[src/design/ksl_pkg.sv]
`default_nettype none

package ksl_pkg;

  // Field widths of one word on each channel
  localparam int unsigned OpW    = 3;
  localparam int unsigned KeyW   = 16;
  localparam int unsigned GradeW = 16;
  localparam int unsigned StatW  = 2;
  localparam int unsigned CountW = 7;

  // Operation codes; codes above OP_QUERY behave as a query
  typedef enum logic [OpW-1:0] {
    OP_INSERT = 3'd0,
    OP_DELETE = 3'd1,
    OP_SEARCH = 3'd2,
    OP_CLEAR  = 3'd3,
    OP_QUERY  = 3'd4
  } op_e;

  // Result status codes
  typedef enum logic [StatW-1:0] {
    ST_OK      = 2'd0,
    ST_FULL    = 2'd1,
    ST_MISSING = 2'd2
  } status_e;

  // Sequencer states
  typedef enum logic [1:0] {
    S_IDLE  = 2'd0,
    S_SCAN  = 2'd1,
    S_SHIFT = 2'd2
  } state_e;

  // One stored list entry
  typedef struct packed {
    logic [KeyW-1:0]   key;
    logic [GradeW-1:0] grade;
  } entry_t;

endpackage

`default_nettype wire

[src/design/ksl_in_if.sv]
`default_nettype none

interface ksl_in_if;
  logic                              valid;
  logic                              ready;
  logic [ksl_pkg::OpW-1:0]           operation;
  logic signed [ksl_pkg::KeyW-1:0]   entry_key;
  logic [ksl_pkg::GradeW-1:0]        entry_grade;

  modport source (output valid, operation, entry_key, entry_grade, input ready);
  modport sink   (input valid, operation, entry_key, entry_grade, output ready);
endinterface

`default_nettype wire

[src/design/ksl_out_if.sv]
`default_nettype none

interface ksl_out_if;
  logic                         valid;
  logic                         ready;
  ksl_pkg::status_e             status;
  logic [ksl_pkg::GradeW-1:0]   found_grade;
  logic [ksl_pkg::CountW-1:0]   entry_count;
  logic                         is_empty;

  modport source (output valid, status, found_grade, entry_count, is_empty, input ready);
  modport sink   (input valid, status, found_grade, entry_count, is_empty, output ready);
endinterface

`default_nettype wire

[src/design/keyed_sequential_list_core.sv]
// Keyed list of up to CAPACITY key/grade entries held in insertion order in a
// single-port-read, single-port-write memory. Insert, clear and query finish in
// the cycle they are accepted and show their result word on the next cycle.
// Search and delete walk the memory one entry per cycle through the registered
// read port: a search stops at the first matching entry (at the end of the list
// when nothing matches, with no read at all on an empty list), and a delete goes
// on to the end of the list, since the same read port then moves every later
// entry down one place. Input is taken only while the sequencer is idle; a
// finished result waits in an output register and the next word may be
// accepted in the cycle that result is taken. Stored entries are never
// cleared: only entries below the fill count are ever read.
`default_nettype none

module keyed_sequential_list_core #(
  parameter int unsigned CAPACITY = 64
) (
  input  wire          clk_i,
  input  wire          rst_ni,
  ksl_in_if.sink       in_i,
  ksl_out_if.source    out_o
);

  localparam int unsigned CW = $clog2(CAPACITY + 1);
  localparam int unsigned AW = (CAPACITY > 1) ? $clog2(CAPACITY) : 1;

  ksl_pkg::state_e  state_q, state_d;
  ksl_pkg::op_e     op_q, op_d;
  logic [ksl_pkg::KeyW-1:0]   key_q, key_d;
  logic [CW-1:0]    count_q, count_d;
  logic [CW-1:0]    ptr_q, ptr_d;
  logic             pend_q, pend_d;
  logic             out_valid_q, out_valid_d;
  ksl_pkg::status_e status_q, status_d;
  logic [ksl_pkg::GradeW-1:0] found_q, found_d;

  ksl_pkg::entry_t  mem_q [CAPACITY];
  ksl_pkg::entry_t  rdata_q;
  logic             rd_en;
  logic [AW-1:0]    rd_addr;
  logic             wr_en;
  logic [AW-1:0]    wr_addr;
  ksl_pkg::entry_t  wr_data;

  logic             in_ready;
  logic             accept;
  ksl_pkg::op_e     in_op;
  logic             more;
  logic             hit;
  logic             scan_end;
  logic [CW-1:0]    shift_dst;

  // Handshake and scan conditions
  assign in_ready  = (state_q == ksl_pkg::S_IDLE) && (!out_valid_q || out_o.ready);
  assign accept    = in_i.valid && in_ready;
  assign in_op     = ksl_pkg::op_e'(in_i.operation);
  assign more      = ptr_q < count_q;
  assign hit       = pend_q && (rdata_q.key == key_q);
  assign scan_end  = !pend_q && !more;
  assign shift_dst = ptr_q - CW'(2);

  // Next state
  always_comb begin
    state_d = state_q;
    case (state_q)
      ksl_pkg::S_IDLE: begin
        if (accept && (in_op == ksl_pkg::OP_DELETE || in_op == ksl_pkg::OP_SEARCH)) begin
          state_d = ksl_pkg::S_SCAN;
        end
      end
      ksl_pkg::S_SCAN: begin
        if (hit) begin
          state_d = (op_q == ksl_pkg::OP_DELETE) ? ksl_pkg::S_SHIFT : ksl_pkg::S_IDLE;
        end else if (scan_end) begin
          state_d = ksl_pkg::S_IDLE;
        end
      end
      ksl_pkg::S_SHIFT: begin
        if (!pend_q) begin
          state_d = ksl_pkg::S_IDLE;
        end
      end
      default: state_d = ksl_pkg::S_IDLE;
    endcase
  end

  // Datapath, memory control and result word
  always_comb begin
    op_d        = op_q;
    key_d       = key_q;
    count_d     = count_q;
    ptr_d       = ptr_q;
    pend_d      = 1'b0;
    rd_en       = 1'b0;
    rd_addr     = ptr_q[AW-1:0];
    wr_en       = 1'b0;
    wr_addr     = count_q[AW-1:0];
    wr_data     = '{key: in_i.entry_key, grade: in_i.entry_grade};
    out_valid_d = out_valid_q && !out_o.ready;
    status_d    = status_q;
    found_d     = found_q;
    case (state_q)
      ksl_pkg::S_IDLE: begin
        if (accept) begin
          op_d  = in_op;
          key_d = in_i.entry_key;
          ptr_d = '0;
          case (in_op)
            ksl_pkg::OP_INSERT: begin
              out_valid_d = 1'b1;
              found_d     = '0;
              if (count_q >= CW'(CAPACITY)) begin
                status_d = ksl_pkg::ST_FULL;
              end else begin
                status_d = ksl_pkg::ST_OK;
                wr_en    = 1'b1;
                count_d  = count_q + CW'(1);
              end
            end
            ksl_pkg::OP_DELETE, ksl_pkg::OP_SEARCH: begin
              // scan starts next cycle
            end
            ksl_pkg::OP_CLEAR: begin
              count_d     = '0;
              out_valid_d = 1'b1;
              status_d    = ksl_pkg::ST_OK;
              found_d     = '0;
            end
            default: begin
              out_valid_d = 1'b1;
              status_d    = ksl_pkg::ST_OK;
              found_d     = '0;
            end
          endcase
        end
      end
      ksl_pkg::S_SCAN: begin
        if (hit && op_q == ksl_pkg::OP_SEARCH) begin
          out_valid_d = 1'b1;
          status_d    = ksl_pkg::ST_OK;
          found_d     = rdata_q.grade;
        end else if (scan_end) begin
          out_valid_d = 1'b1;
          status_d    = ksl_pkg::ST_MISSING;
          found_d     = '0;
        end else begin
          // fetch the next entry; on a delete hit it is the first one to move
          rd_en  = more;
          pend_d = more;
          if (more) begin
            ptr_d = ptr_q + CW'(1);
          end
        end
      end
      ksl_pkg::S_SHIFT: begin
        if (pend_q) begin
          // move the fetched entry down one place and fetch the next
          wr_en   = 1'b1;
          wr_addr = shift_dst[AW-1:0];
          wr_data = rdata_q;
          rd_en   = more;
          pend_d  = more;
          if (more) begin
            ptr_d = ptr_q + CW'(1);
          end
        end else begin
          count_d     = count_q - CW'(1);
          out_valid_d = 1'b1;
          status_d    = ksl_pkg::ST_OK;
          found_d     = '0;
        end
      end
      default: begin
      end
    endcase
  end

  // Control registers
  always_ff @(posedge clk_i or negedge rst_ni) begin
    if (!rst_ni) begin
      state_q     <= ksl_pkg::S_IDLE;
      count_q     <= '0;
      ptr_q       <= '0;
      pend_q      <= 1'b0;
      out_valid_q <= 1'b0;
    end else begin
      state_q     <= state_d;
      count_q     <= count_d;
      ptr_q       <= ptr_d;
      pend_q      <= pend_d;
      out_valid_q <= out_valid_d;
    end
  end

  // Payload registers
  always_ff @(posedge clk_i) begin
    op_q     <= op_d;
    key_q    <= key_d;
    status_q <= status_d;
    found_q  <= found_d;
  end

  // Entry memory: one write port, one registered read port
  always_ff @(posedge clk_i) begin
    if (wr_en) begin
      mem_q[wr_addr] <= wr_data;
    end
    if (rd_en) begin
      rdata_q <= mem_q[rd_addr];
    end
  end

  // Ports
  assign in_i.ready        = in_ready;
  assign out_o.valid       = out_valid_q;
  assign out_o.status      = status_q;
  assign out_o.found_grade = found_q;
  assign out_o.entry_count = ksl_pkg::CountW'(count_q);
  assign out_o.is_empty    = (count_q == '0);

  // Checks
  a_count_bound : assert property (@(posedge clk_i) disable iff (!rst_ni)
    count_q <= CW'(CAPACITY))
    else $error("fill count above capacity");

  a_full_only_at_capacity : assert property (@(posedge clk_i) disable iff (!rst_ni)
    (out_o.valid && out_o.status == ksl_pkg::ST_FULL) |-> (count_q == CW'(CAPACITY)))
    else $error("full reported below capacity");

  a_delete_shrinks : assert property (@(posedge clk_i) disable iff (!rst_ni)
    (state_q == ksl_pkg::S_SHIFT && !pend_q) |=> (count_q == $past(count_q) - CW'(1)))
    else $error("delete did not drop one entry");

  a_shift_from_match : assert property (@(posedge clk_i) disable iff (!rst_ni)
    (state_q == ksl_pkg::S_SCAN && hit && op_q == ksl_pkg::OP_DELETE)
      |=> (state_q == ksl_pkg::S_SHIFT && !out_valid_q))
    else $error("delete hit did not enter shift");

endmodule

`default_nettype wire
[src/flat_wrapper.sv]
// flat-port wrapper written by rule: the top's interface ports become plain ports
module keyed_sequential_list_core_flat 
#(
  parameter int unsigned CAPACITY = 64
)
  (clk_i, rst_ni, in_i_valid, in_i_operation, in_i_entry_key, in_i_entry_grade, in_i_ready, out_o_valid, out_o_status, out_o_found_grade, out_o_entry_count, out_o_is_empty, out_o_ready);
  ksl_in_if in_i_i ();
  ksl_out_if out_o_i ();
  input  wire clk_i;
  input  wire rst_ni;
  input wire logic [$bits(in_i_i.valid)-1:0] in_i_valid;
  input wire logic [$bits(in_i_i.operation)-1:0] in_i_operation;
  input wire logic [$bits(in_i_i.entry_key)-1:0] in_i_entry_key;
  input wire logic [$bits(in_i_i.entry_grade)-1:0] in_i_entry_grade;
  output wire logic [$bits(in_i_i.ready)-1:0] in_i_ready;
  output wire logic [$bits(out_o_i.valid)-1:0] out_o_valid;
  output wire logic [$bits(out_o_i.status)-1:0] out_o_status;
  output wire logic [$bits(out_o_i.found_grade)-1:0] out_o_found_grade;
  output wire logic [$bits(out_o_i.entry_count)-1:0] out_o_entry_count;
  output wire logic [$bits(out_o_i.is_empty)-1:0] out_o_is_empty;
  input wire logic [$bits(out_o_i.ready)-1:0] out_o_ready;
  assign in_i_i.valid = in_i_valid;
  assign in_i_i.operation = in_i_operation;
  assign in_i_i.entry_key = in_i_entry_key;
  assign in_i_i.entry_grade = in_i_entry_grade;
  assign in_i_ready = in_i_i.ready;
  assign out_o_valid = out_o_i.valid;
  assign out_o_status = out_o_i.status;
  assign out_o_found_grade = out_o_i.found_grade;
  assign out_o_entry_count = out_o_i.entry_count;
  assign out_o_is_empty = out_o_i.is_empty;
  assign out_o_i.ready = out_o_ready;
  keyed_sequential_list_core #(.CAPACITY(CAPACITY)) u_core (.clk_i(clk_i), .rst_ni(rst_ni), .in_i(in_i_i), .out_o(out_o_i));
endmodule
[config.mk]
export PLATFORM = sky130hd
export DESIGN_NAME = keyed_sequential_list_core_flat
export DESIGN_NICKNAME = d
export VERILOG_FILES = /design/src/design/ksl_pkg.sv /design/src/design/ksl_in_if.sv /design/src/design/ksl_out_if.sv /design/src/design/keyed_sequential_list_core.sv /design/src/flat_wrapper.sv
export SDC_FILE = /design/constraint.sdc
export NUM_CORES = 2
export LEC_CHECK = 0
export BUFFER_PORTS_ARGS = -buffer_cell sky130_fd_sc_hd__buf_2
export CAP_MARGIN = 20
export CORE_ASPECT_RATIO = 1.4
export CORE_MARGIN = 1
export CORE_UTILIZATION = 35
export CTS_CLUSTER_SIZE = 14
export DETAILED_ROUTE_END_ITERATION = 12
export PLACE_DENSITY = 0.51
export SLEW_MARGIN = 0
export SYNTH_ARGS = -nofsm -noshare
export SYNTH_HDL_FRONTEND = slang
export SYNTH_SLANG_ARGS = --single-unit
[constraint.sdc]
create_clock -name clk_i -period 12.4 [get_ports clk_i]
set_clock_uncertainty 0.05 [all_clocks]
set_input_delay 0.62 -clock clk_i [delete_from_list [all_inputs] [get_ports clk_i]]
set_output_delay 0.62 -clock clk_i [all_outputs]
set_load 0.02 [all_outputs]
==> out/summary.txt <==
Mapped Nets: 3721
Async SR Flop Fraction: 0.00843
PD cells: 189 nW/µm²
fin worst setup slack: 7.29 ns
vias in the first global route: 40608
Metal-1 WL: 92600 µm
CTS clock-pin slew for the worst setup and hold paths: 0.07 ns
Vias: 39383
setup TNS: 0 ns
hold buffers post-CTS: 20
postcts setup bufs: 0
number of antenna violations at the first check in global routing: 16
worst-case clock buffer depth: 4
CTS Root Buffer Type: clkbuf_16
cell taking the most area after synthesis: edfxtp_1
Critical Path Max Stage Delay: 0.96 ns
post-synthesis cell count: 3667
DRT Wirelength: 237000 µm
CP Launch Type: flip-flop
Area Growth Syn to Fin: 13.6%
most frequent cells in the layout: edfxtp_1 (2117), mux4_2 (546), clkbuf_16 (207)
Worst setup EP type: flip-flop
DP Wirelength: 130000 µm
Max Slew Vio Count: 0
IO Port Bufs: 66
commonest non-fill, non-tap cell in the layout: edfxtp_1
grt total ovfl: 0
peak supply drop: 0.000113 V
# IOs: 67
critical-path cell list: buf_12 > buf_4 > mux4_2 > mux2_2 > a221oi_1 > o21ai_1 > a221o_1
DIE HEIGHT: 576 µm
post-synth top area share: 0.771
die area: 237000 µm²
WP data arrival: 5.66 ns
Max Cap Violations: 0
Tot Pwr: 17700 µW
Die Wd: 412 µm
drt wl/cell: 33.2 µm
core region area: 234000 µm²
total CTS buffers: 201
HP Class: in2reg
period utilization: 0.412
DR top layer: met5
Final setup viols: 0
Via-to-Cell Ratio: 5.52
CTS H-tree lvls: 4
Rows: 210
CTS tree: built
worst path bufs/invs: 2
synthesized flop and latch total: 2135
RSZ-0062 raised after global routing: false
average size of a mapped cell: 22.5 µm²
Initial Util: 0.352
pin count of the biggest net entering global routing: 87
GP Congestion: 0.806
f_max: 0.196 GHz
clk sinks: 2135
first-pass GRT wire length: 327000 µm
Placement Setup Slack: 7.25 ns
Final #Nets: 3978
Least-Margin Pin Slew: 1.17 ns
Lkg Pwr: 0.0283 µW
Seq/Total Area, Yosys: 0.777
Yosys Warn Count: 0
layout cells sized above 1: 0.289
initial drt markers: 4457
number of synthesized flops with an enable pin: 2117
kind of critical path: reg2reg
DRC: 0
Netlist cell types: 58
Overall Global Routing Usage: 0.198
Final Util: 0.401
Synth Cell Area: 82400 µm²
Slew HR: 0.221
worst-skew pair later-pin latency: 0.85 ns
top cells by area, synth: edfxtp_1 (77%), mux4_2 (15%), mux2i_1 (1.4%), nand2_1 (0.72%), dfrtp_1 (0.55%)
routed length on met3: 12300 µm
Final Critical Period: 5.11 ns
dominant synthesized flop cell: edfxtp_1
status: finished, final reports clean
largest fanout on the critical path: 74
Critical-path top delay cell: a221oi_1
DRT antenna net count: 0
Detailed Routing Iterations Pass 1: 5
number of failing hold endpoints at the final stage: 0
Top delay family on crit path: compound AO/OA/AOI/OAI gates
CTS resizes: 0
Routed met2 length: 123000 µm
Worst EP required: 12.95 ns
worst min-delay path: stages:
cell and delay, ns:
buf_2 0.07, nand2b_1 0.15, a21oi_1 0.09
power breakdown:
| part | internal (µW) | switching (µW) |
|---|---|---|
| clock | 3170 | 2600 |
| sequential | 8090 | 207 |
| combinational | 1590 | 2050 |
| total | 12800 | 4860 |
state kept, by name, indices dropped and copies added, names as in the netlist:
register and flops:
u_core.out_o.valid 1, u_core.out_o.entry_count 7, u_core.pend_q 1, u_core.out_o.status 2, u_core.mem_q 2048, u_core.op_q 3
u_core.state_q 2, u_core.key_q 16, u_core.out_o.found_grade 16, u_core.ptr_q 7, u_core.rdata_q 32
cell usage after synthesis, types with 5 or more instances:
library cell / number
xor2_1: 17
nand2_1: 158
clkbuf_1: 89
ha_1: 15
buf_1: 23
buf_6: 16
mux4_2: 546
or3_1: 8
and2_1: 21
inv_1: 15
o211ai_1: 7
o22ai_1: 41
a22oi_1: 15
nor2_1: 85
nand2b_1: 9
a221oi_1: 23
nor3_1: 11
o21ai_1: 19
nor2b_1: 10
nor4_1: 7
o31ai_1: 5
nand3_1: 16
edfxtp_1: 2117
a21oi_1: 35
dfrtp_1: 18
mux2i_1: 118
a221o_1: 17
a211oi_1: 8
buf_2: 43
o21ai_0: 53
mux2_2: 26
buf_4: 26
o221ai_1: 7
per-layer routing:
| layer | vias up | track usage |
|---|---|---|
| met5 | - | 0 |
| met4 | 4 | 0.0732 |
| met3 | 313 | 0.0253 |
| met2 | 1328 | 0.348 |
| met1 | 21767 | 0.250 |
| li1 | 15971 | - |
layout make-up:
| class | count | area (µm²) |
|---|---|---|
| inverter | 16 | 60.1 |
| antenna | 6 | 15.0 |
| timing repair buffer | 251 | 1830 |
| clock buffer | 266 | 5460 |
| fill | 20581 | 140000 |
| multi-input combinational | 1319 | 18000 |
| tap | 3074 | 3850 |
| sequential | 2135 | 64000 |
| clock inverter | 71 | 449 |
path summary, 6_finish.rpt:
check                      cells after the start  slack (ns)                     startpoint                            end
hold / removal                                 3        0.07                    out_o_ready   u_core.out_o.valid$_DFF_PN0_
setup reg to reg                               7        7.29    u_core.ptr_q[0]$_DFFE_PN0P_   u_core.rdata_q[23]$_DFFE_PP_
hold reg to reg                                1        0.54  u_core.state_q[0]$_DFFE_PN0P_  u_core.state_q[0]$_DFFE_PN0P_
min in group asynchronous                      2        0.28                         rst_ni   u_core.out_o.valid$_DFF_PN0_
setup / recovery                               7        7.29    u_core.ptr_q[0]$_DFFE_PN0P_   u_core.rdata_q[23]$_DFFE_PP_
max in group asynchronous                      2       11.52                         rst_ni    u_core.ptr_q[1]$_DFFE_PN0P_
logic make-up after synthesis:
| kind of cell | Yosys count | synth area share |
|---|---|---|
| compound gates | 254 | 0.0205 |
| xor+xnor | 20 | 0.00213 |
| fa+ha+maj | 15 | 0.00228 |
| buf+inv | 213 | 0.0130 |
| flops | 2135 | 0.777 |
| mux | 690 | 0.167 |
| simple gates | 340 | 0.0181 |
per-stage QoR:
step | hold WS [ns] | instance area (µm²) | std cells
after floorplan | 0.274 | 82400 | 3667
after global placement | 0.511 | 87400 | 6763
after detailed placement | 0.522 | 87500 | 6773
after CTS | 0.0260 | 93600 | 7130
after global routing | 0.0880 | 93600 | 7134
final | 0.0724 | 93700 | 7138
Note: power is estimated with default switching activity, not from simulation.
